**src/hdl/hsa_pkg.sv**
```systemverilog
// Package of the histogram statistics accumulator: sizes, codes, shared types
// and the bin condition function. Used by every module of the block.
`timescale 1ns / 1ps

package hsa_pkg;

  localparam int MAX_BINS    = 256;
  localparam int COUNT_BITS  = 24;
  localparam int FRAC_BITS   = 8;
  localparam int BIN_IDX_W   = $clog2(MAX_BINS);
  localparam int SWEEP_W     = BIN_IDX_W + 1;
  localparam int BINS_W      = 9;
  localparam int SCALE_W     = 10;
  localparam int CFG_W       = 10;
  localparam int CFG_IDX_W   = 1;
  localparam int SAMPLE_W    = 17;
  localparam int VALUE_W     = 16;
  localparam int SUM_W       = 40;
  localparam int PROB_W      = 18;
  localparam int POS_W       = BIN_IDX_W + FRAC_BITS + 2;
  localparam int MUL_W       = SCALE_W + COUNT_BITS;
  localparam int DVD_W       = MUL_W + FRAC_BITS;
  localparam int DIV_CNT_W   = $clog2(DVD_W + 1);
  localparam int BINS_RESET  = 256;
  localparam int SCALE_RESET = 100;

  typedef enum logic [1:0] {
    OP_ADD   = 2'd0,
    OP_CLEAR = 2'd1,
    OP_QUERY = 2'd2
  } op_t;

  typedef enum logic [2:0] {
    COND_LT    = 3'd0,
    COND_LE    = 3'd1,
    COND_GT    = 3'd2,
    COND_GE    = 3'd3,
    COND_IN    = 3'd4,
    COND_OUT   = 3'd5,
    COND_EQ    = 3'd6,
    COND_NEVER = 3'd7
  } cond_t;

  typedef enum logic [CFG_IDX_W-1:0] {
    REG_BINS  = 1'b0,
    REG_SCALE = 1'b1
  } cfg_reg_t;

  typedef enum logic [3:0] {
    ST_IDLE,
    ST_DISPATCH,
    ST_ADD_WR,
    ST_SWEEP,
    ST_MUL,
    ST_MEAN_WAIT,
    ST_PROB_GO,
    ST_PROB_WAIT,
    ST_DONE
  } state_t;

  typedef struct packed {
    logic rd_en;
    logic wr_en;
    logic clr;
  } bin_cmd_t;

  typedef struct packed {
    logic             done;
    logic [DVD_W-1:0] quo;
  } div_res_t;

  function automatic logic bin_hit(input logic [BIN_IDX_W-1:0] idx,
                                   input logic [2:0] cond,
                                   input logic signed [SAMPLE_W-1:0] lo,
                                   input logic signed [SAMPLE_W-1:0] hi);
    logic signed [POS_W-1:0] pos;
    logic signed [POS_W-1:0] lo_x;
    logic signed [POS_W-1:0] hi_x;
    logic                    hit;
    pos  = $signed({2'b00, idx, {FRAC_BITS{1'b0}}});
    lo_x = POS_W'(lo);
    hi_x = POS_W'(hi);
    case (cond)
      COND_LT:  hit = pos < lo_x;
      COND_LE:  hit = pos <= lo_x;
      COND_GT:  hit = pos > lo_x;
      COND_GE:  hit = pos >= lo_x;
      COND_IN:  hit = (pos >= lo_x) && (pos < hi_x);
      COND_OUT: hit = (pos < lo_x) || (pos > hi_x);
      COND_EQ:  hit = pos == lo_x;
      default:  hit = 1'b0;
    endcase
    return hit;
  endfunction

endpackage

```
**src/hdl/hsa_divider.sv**
```systemverilog
// Restoring divider that produces one quotient bit per cycle, shared by the
// mean and probability calculations. Uses hsa_pkg.
`timescale 1ns / 1ps

module hsa_divider (
  input  logic                               clk,
  input  logic                               rst_n,
  input  logic                               start,
  input  logic [hsa_pkg::DVD_W-1:0]          dividend,
  input  logic [hsa_pkg::COUNT_BITS-1:0]     divisor,
  output hsa_pkg::div_res_t                  res
);

  logic [hsa_pkg::DVD_W-1:0]      quo_r;
  logic [hsa_pkg::COUNT_BITS:0]   rem_r;
  logic [hsa_pkg::COUNT_BITS-1:0] dsr_r;
  logic [hsa_pkg::DIV_CNT_W-1:0]  cnt_r;
  logic                           busy_r;
  logic                           done_r;
  logic [hsa_pkg::COUNT_BITS:0]   rem_sh;
  logic [hsa_pkg::COUNT_BITS:0]   rem_diff;
  logic                           ge;

  assign rem_sh   = {rem_r[hsa_pkg::COUNT_BITS-1:0], quo_r[hsa_pkg::DVD_W-1]};
  assign ge       = rem_sh >= {1'b0, dsr_r};
  assign rem_diff = rem_sh - {1'b0, dsr_r};

  always_ff @(posedge clk) begin
    if (start) begin
      quo_r <= dividend;
      rem_r <= '0;
      dsr_r <= divisor;
    end else if (busy_r) begin
      quo_r <= {quo_r[hsa_pkg::DVD_W-2:0], ge};
      rem_r <= ge ? rem_diff : rem_sh;
    end
  end

  always_ff @(posedge clk) begin
    if (!rst_n) begin
      busy_r <= 1'b0;
      done_r <= 1'b0;
      cnt_r  <= '0;
    end else begin
      done_r <= 1'b0;
      if (start) begin
        busy_r <= 1'b1;
        cnt_r  <= hsa_pkg::DIV_CNT_W'(hsa_pkg::DVD_W);
      end else if (busy_r) begin
        cnt_r <= cnt_r - 1'b1;
        if (cnt_r == hsa_pkg::DIV_CNT_W'(1)) begin
          busy_r <= 1'b0;
          done_r <= 1'b1;
        end
      end
    end
  end

  assign res.done = done_r;
  assign res.quo  = quo_r;

endmodule

```
**config.mk**
```make
export PLATFORM = sky130hd
export DESIGN_NAME = hsa_divider
export DESIGN_NICKNAME = d
export VERILOG_FILES = /design/src/hdl/hsa_pkg.sv /design/src/hdl/hsa_divider.sv
export SDC_FILE = /design/constraint.sdc
export NUM_CORES = 1
export LEC_CHECK = 0
export ABC_CLOCK_PERIOD_IN_PS = 5600
export BUFFER_PORTS_ARGS = -buffer_cell sky130_fd_sc_hd__buf_2
export CAP_MARGIN = 20
export CORE_UTILIZATION = 49
export DETAILED_ROUTE_END_ITERATION = 8
export GPL_TIMING_DRIVEN = 0
export PLACE_DENSITY = 0.82
export SYNTH_ARGS = -nofsm -noshare
export SYNTH_HDL_FRONTEND = slang
export SYNTH_SLANG_ARGS = --single-unit
export TNS_END_PERCENT = 10
```
**constraint.sdc**
```tcl
create_clock -name clk -period 5.6 [get_ports clk]
set_input_delay 1.4 -clock clk [delete_from_list [all_inputs] [get_ports clk]]
set_output_delay 1.4 -clock clk [all_outputs]
set_load 0.05 [all_outputs]
```
After elaboration in Yosys (flattened, before gate mapping)
Index checks and enable logic that the tools add are counted.
- bits in registers: 98
- logic and storage cells: 25
- add/subtract/negate cells: 2
- order comparisons: 1
- equal/unequal tests: 1
- multiplexer cells: 9
- bitwise operators: 2
- reduce and logical (&&, ||, !) cells: 3
- operators by type and width (kind ; number):
    $mux W42 ; 2
    $ge A25 B24 Y1 ; 1
    $mux W24 ; 1
    $sub A24 B24 Y24 ; 1
    $mux W6 ; 2
    $eq A6 B1 Y1 const B ; 1
    $sub A6 B1 Y6 const B ; 1
    $mux W1 ; 4
    $reduce_or A3 Y1 ; 1
    $not A1 Y1 ; 2
    $reduce_bool A2 Y1 ; 1
    $reduce_or A2 Y1 ; 1

Depth between registers and ports, before layout
- depth after elaboration: 4
- depth in mapped cells: 12
- mapped depth without buffers: 11

Worst setup path after synthesis
No wires, ideal clock.
- path kind: in2reg
- start: in start
- end: reg quo_r[0] (netlist bit) (enable)
- library setup time: 0.396 ns
- data arrival time: 2.337 ns
- setup slack: 2.867 ns
- stages on the path: 2
- path buffers: 0
- cell sequence: nor2_1 inv_1
- cells in the longest elaborated chain, start to end: 1
- RTL lines (item ; line ; text):
    start, declared ; hsa_divider.sv:8 ; input logic start,
    $reduce_bool A2 Y1 (no line) ; n/a ;
    end signal, assigned ; hsa_divider.sv:30 ; quo_r <= dividend;
    end signal, assigned ; hsa_divider.sv:34 ; quo_r <= {quo_r[hsa_pkg::DVD_W-2:0], ge};
    end, declared ; hsa_divider.sv:14 ; logic [hsa_pkg::DVD_W-1:0] quo_r;
Every way passes these cells.
A chain may end at the register's enable or synchronous reset.

Worst setup path in the final report
- start: in start
- end: reg rem_r[4] (netlist bit)
- RTL lines (item ; line ; text):
    end signal, assigned ; hsa_divider.sv:35 ; rem_r <= ge ? rem_diff : rem_sh;
    end, declared ; hsa_divider.sv:15 ; logic [hsa_pkg::COUNT_BITS:0] rem_r;
No word-level cell between the ends.

==> metrics.cfg <==
[outcome]
status = complete, no violations

[finish]
postLayoutCoreUtil_pct = 59.54
fill_cells = 866
layout-drive-gt1-share_pct = 30.46
multi_input_area_um2 = 2371
nets = 682
area_growth_pct = 17.85
regArea_um2 = 2623
num_antenna_cells = 0

[drt]
wl_um = 11950
drt_pass1_iterations = 5
via_count = 4029
post_drt_wl_per_cell_um = 16.44
route.detailed.drc = 0
antenna_left = 0
drtIter0Drc = 194
viasPerCell = 5.542

[worst_setup_path]
cp.arrival_ns = 3.49
crit_slowest_cell = buf_2
startpoint = start
rr_startpoint = dsr_r[1]
crit_top_cell = clkbuf_1
ff2ff_path_depth = 10
r2r_slack_ns = 2.77
critPathLaunchType = input port
cp_cell_sequence = buf_2, clkbuf_1, clkbuf_1, clkbuf_1, a211oi_1
critPathMaxStageDelay_ns = 0.53
endpoint_kind = register
worst-path-stages = 5
critPathBufInv = 4
critical_path_class = input port to register
cp_max_fo = 27
crit_required_ns = 5.82
path_delay_family = buffers and inverters

[timing]
setup_viol = 0
finalCritPeriodShare_pct = 58.43
slew_viol_final = 0
setup_slack_ns = 2.328
tns_ns = 0
worstMarginPinSlew_ns = 0.8543
skew_ns = 0.009982
slew_headroom_pct = 42.96
grt_setup_unrepaired = false
max_freq_mhz = 305.6
fin_worst_hold_slack_ns = 0.4900
finalHoldViolCount = 0
period_needed_ns = 3.272

[grt]
grt_max_degree = 43
grt_usage_pct = 22.63
antenna_found_initial = 0
grt_pass1_vias = 4232
grt_pass1_wl_um = 19550
grt_remaining_overflow = 0

[place]
place_congestion = 0.9079
io_buffers = 111
hpwl_um = 8835
dp_slack_ns = 1.962

[synth]
synth_warnings = 0
yosys.cell_types.count = 56
syn_area_um2 = 5216
async_flop_share_pct = 0
synthFlopType = edfxtp_1
synth.avg_cell_area_um2 = 11.24
synth_edf_count = 66
netlist_instances = 464
synth_seq_cells = 98
synth_nets = 560
synth_seq_area_share_pct = 50.28

[hold_path]
whs_path_depth = 2
min_path_type = register to register
hold_start = rem_r[15]

[run]
maxCapViolCount = 0

[clock_network]
post-cts-setup-buffers = 0
cts_sinks = 98
cts_root_buffer = clkbuf_8
insertion_delay_ns = 0.36
h-tree-depth = 3
cts-resized-gates = 0
cts_max_path_buffers = 2
cts_hold_buf = 0
clk_pin_slew_ns = 0.09
tritoncts = done
numCtsBuffers = 9

[power_and_ir_drop]
p_int_mw = 1.231
switching_power_mw = 0.5703
p_comb_share_pct = 24.8
peakVddDrop_mv = 0.1845
sequentialPowerShare_pct = 48.6
leakage_nw = 2.580
clock_power_share_pct = 26.6
swShare_pct = 31.66
p_per_area_nw_per_um2 = 293.0

[floorplanning]
fp.dieW_um = 105.2
coreArea_um2 = 10320
pin_count = 112
rows = 37
die_area_um2 = 11060
start_util_pct = 50.53
die_h_um = 105.2

## metal layers
| layer | track usage [%] | vias to the layer above | wire length (um) |
|---|---|---|---|
| met2 | 38.88 | 172 | 5791 |
| met1 | 25.76 | 1889 | 4932 |
| met3 | 6.488 | 22 | 950 |
| met4 | 11.07 | 0 | 275 |
| met5 | 0 | - | 0 |
| li1 | - | 1946 | - |
## final timing paths
check,endpoint
min,rem_r[15]
max reg2reg,quo_r[0]
min reg2reg,rem_r[15]
max,rem_r[4]
## area by class of cell
type | count | area share, %
flip-flops and latches | 98 | 42.66
multi-input cells | 313 | 38.57
repair buffers | 111 | 9.037
well taps | 136 | 2.768
clock buffers | 12 | 2.524
inverters | 36 | 2.198
plain buffers | 17 | 1.425
clock inverters | 4 | 0.8142
## synthesized netlist by cell type (all sizes together), types with 8 or more instances
cell type	instances	area share [%]
nand3	9	0.86
ha	26	6.2
a21oi	18	1.8
a21o	9	1.3
nor3	9	0.86
edfxtp	66	38
xnor2	15	2.5
nor2	37	2.7
a211oi	15	2.2
xor2	8	1.3
dfxtp	32	12
nand2	31	2.3
mux2i	16	3.1
o21ai	17	1.8
clkbuf	10	0.72
mux2	42	9.1
inv	34	2.4
## kinds of logic after synthesis
kind of cell               count (synthesis)  share of synthesized area (%)
and+or+nand+nor                          109                          9.835
DFF                                       98                          50.28
AOI/OAI and AO/OA                         96                          13.00
muxes                                     58                          12.14
buffers and inverters                     53                          4.270
adders and majority gates                 27                          6.620
xor gates and xnor gates                  23                          3.862
## sequential cells by signal, summed over array words and instances, names as in the netlist
register	count
busy_r	1
cnt_r	6
done_r	1
dsr_r	24
quo_r	42
rem_r	24
## worst min-delay path: stages (launching register included)
cell	delay [ns]
dfxtp_1	0.34
nand2_1	0.06
o21ai_1	0.05
## placed cells by master (no fill, tap or decap), types with 8 or more instances in the layout
cell        n
mux2_2     42
inv_1      33
xor2_1      8
a211oi_1   15
nand2_1    30
buf_2     112
nor3_1      9
ha_1       26
clkbuf_1   11
nor2_1     37
clkbuf_8   11
a21o_1      9
edfxtp_1   66
nand3_1     9
dfxtp_1    32
a21oi_1    17
o21ai_0    10
xnor2_1    15
mux2i_1    16
## power groups by stage
stage | registers, mW | clock network (mW) | logic [mW]
final | 0.875 | 0.479 | 0.447
after global routing | 0.882 | 0.511 | 0.482
after CTS | 0.875 | 0.491 | 0.445
after detailed placement | 0.890 | 0 | 0.443
after global placement | 0.889 | 0 | 0.428
after floorplan | 0.998 | 0 | 0.220
## metrics by stage
| stage | area [um2] | std cells | power, mW |
|---|---|---|---|
| 2_1_floorplan | 5216 | 464 | 1.217 |
| 3_3_place_gp | 5942 | 711 | 1.317 |
| 3_5_place_dp | 5942 | 711 | 1.333 |
| 4_1_cts | 6147 | 727 | 1.811 |
| 5_1_grt | 6147 | 727 | 1.876 |
| 6_report | 6147 | 727 | 1.801 |
Note: power is estimated with default switching activity, not from simulation.
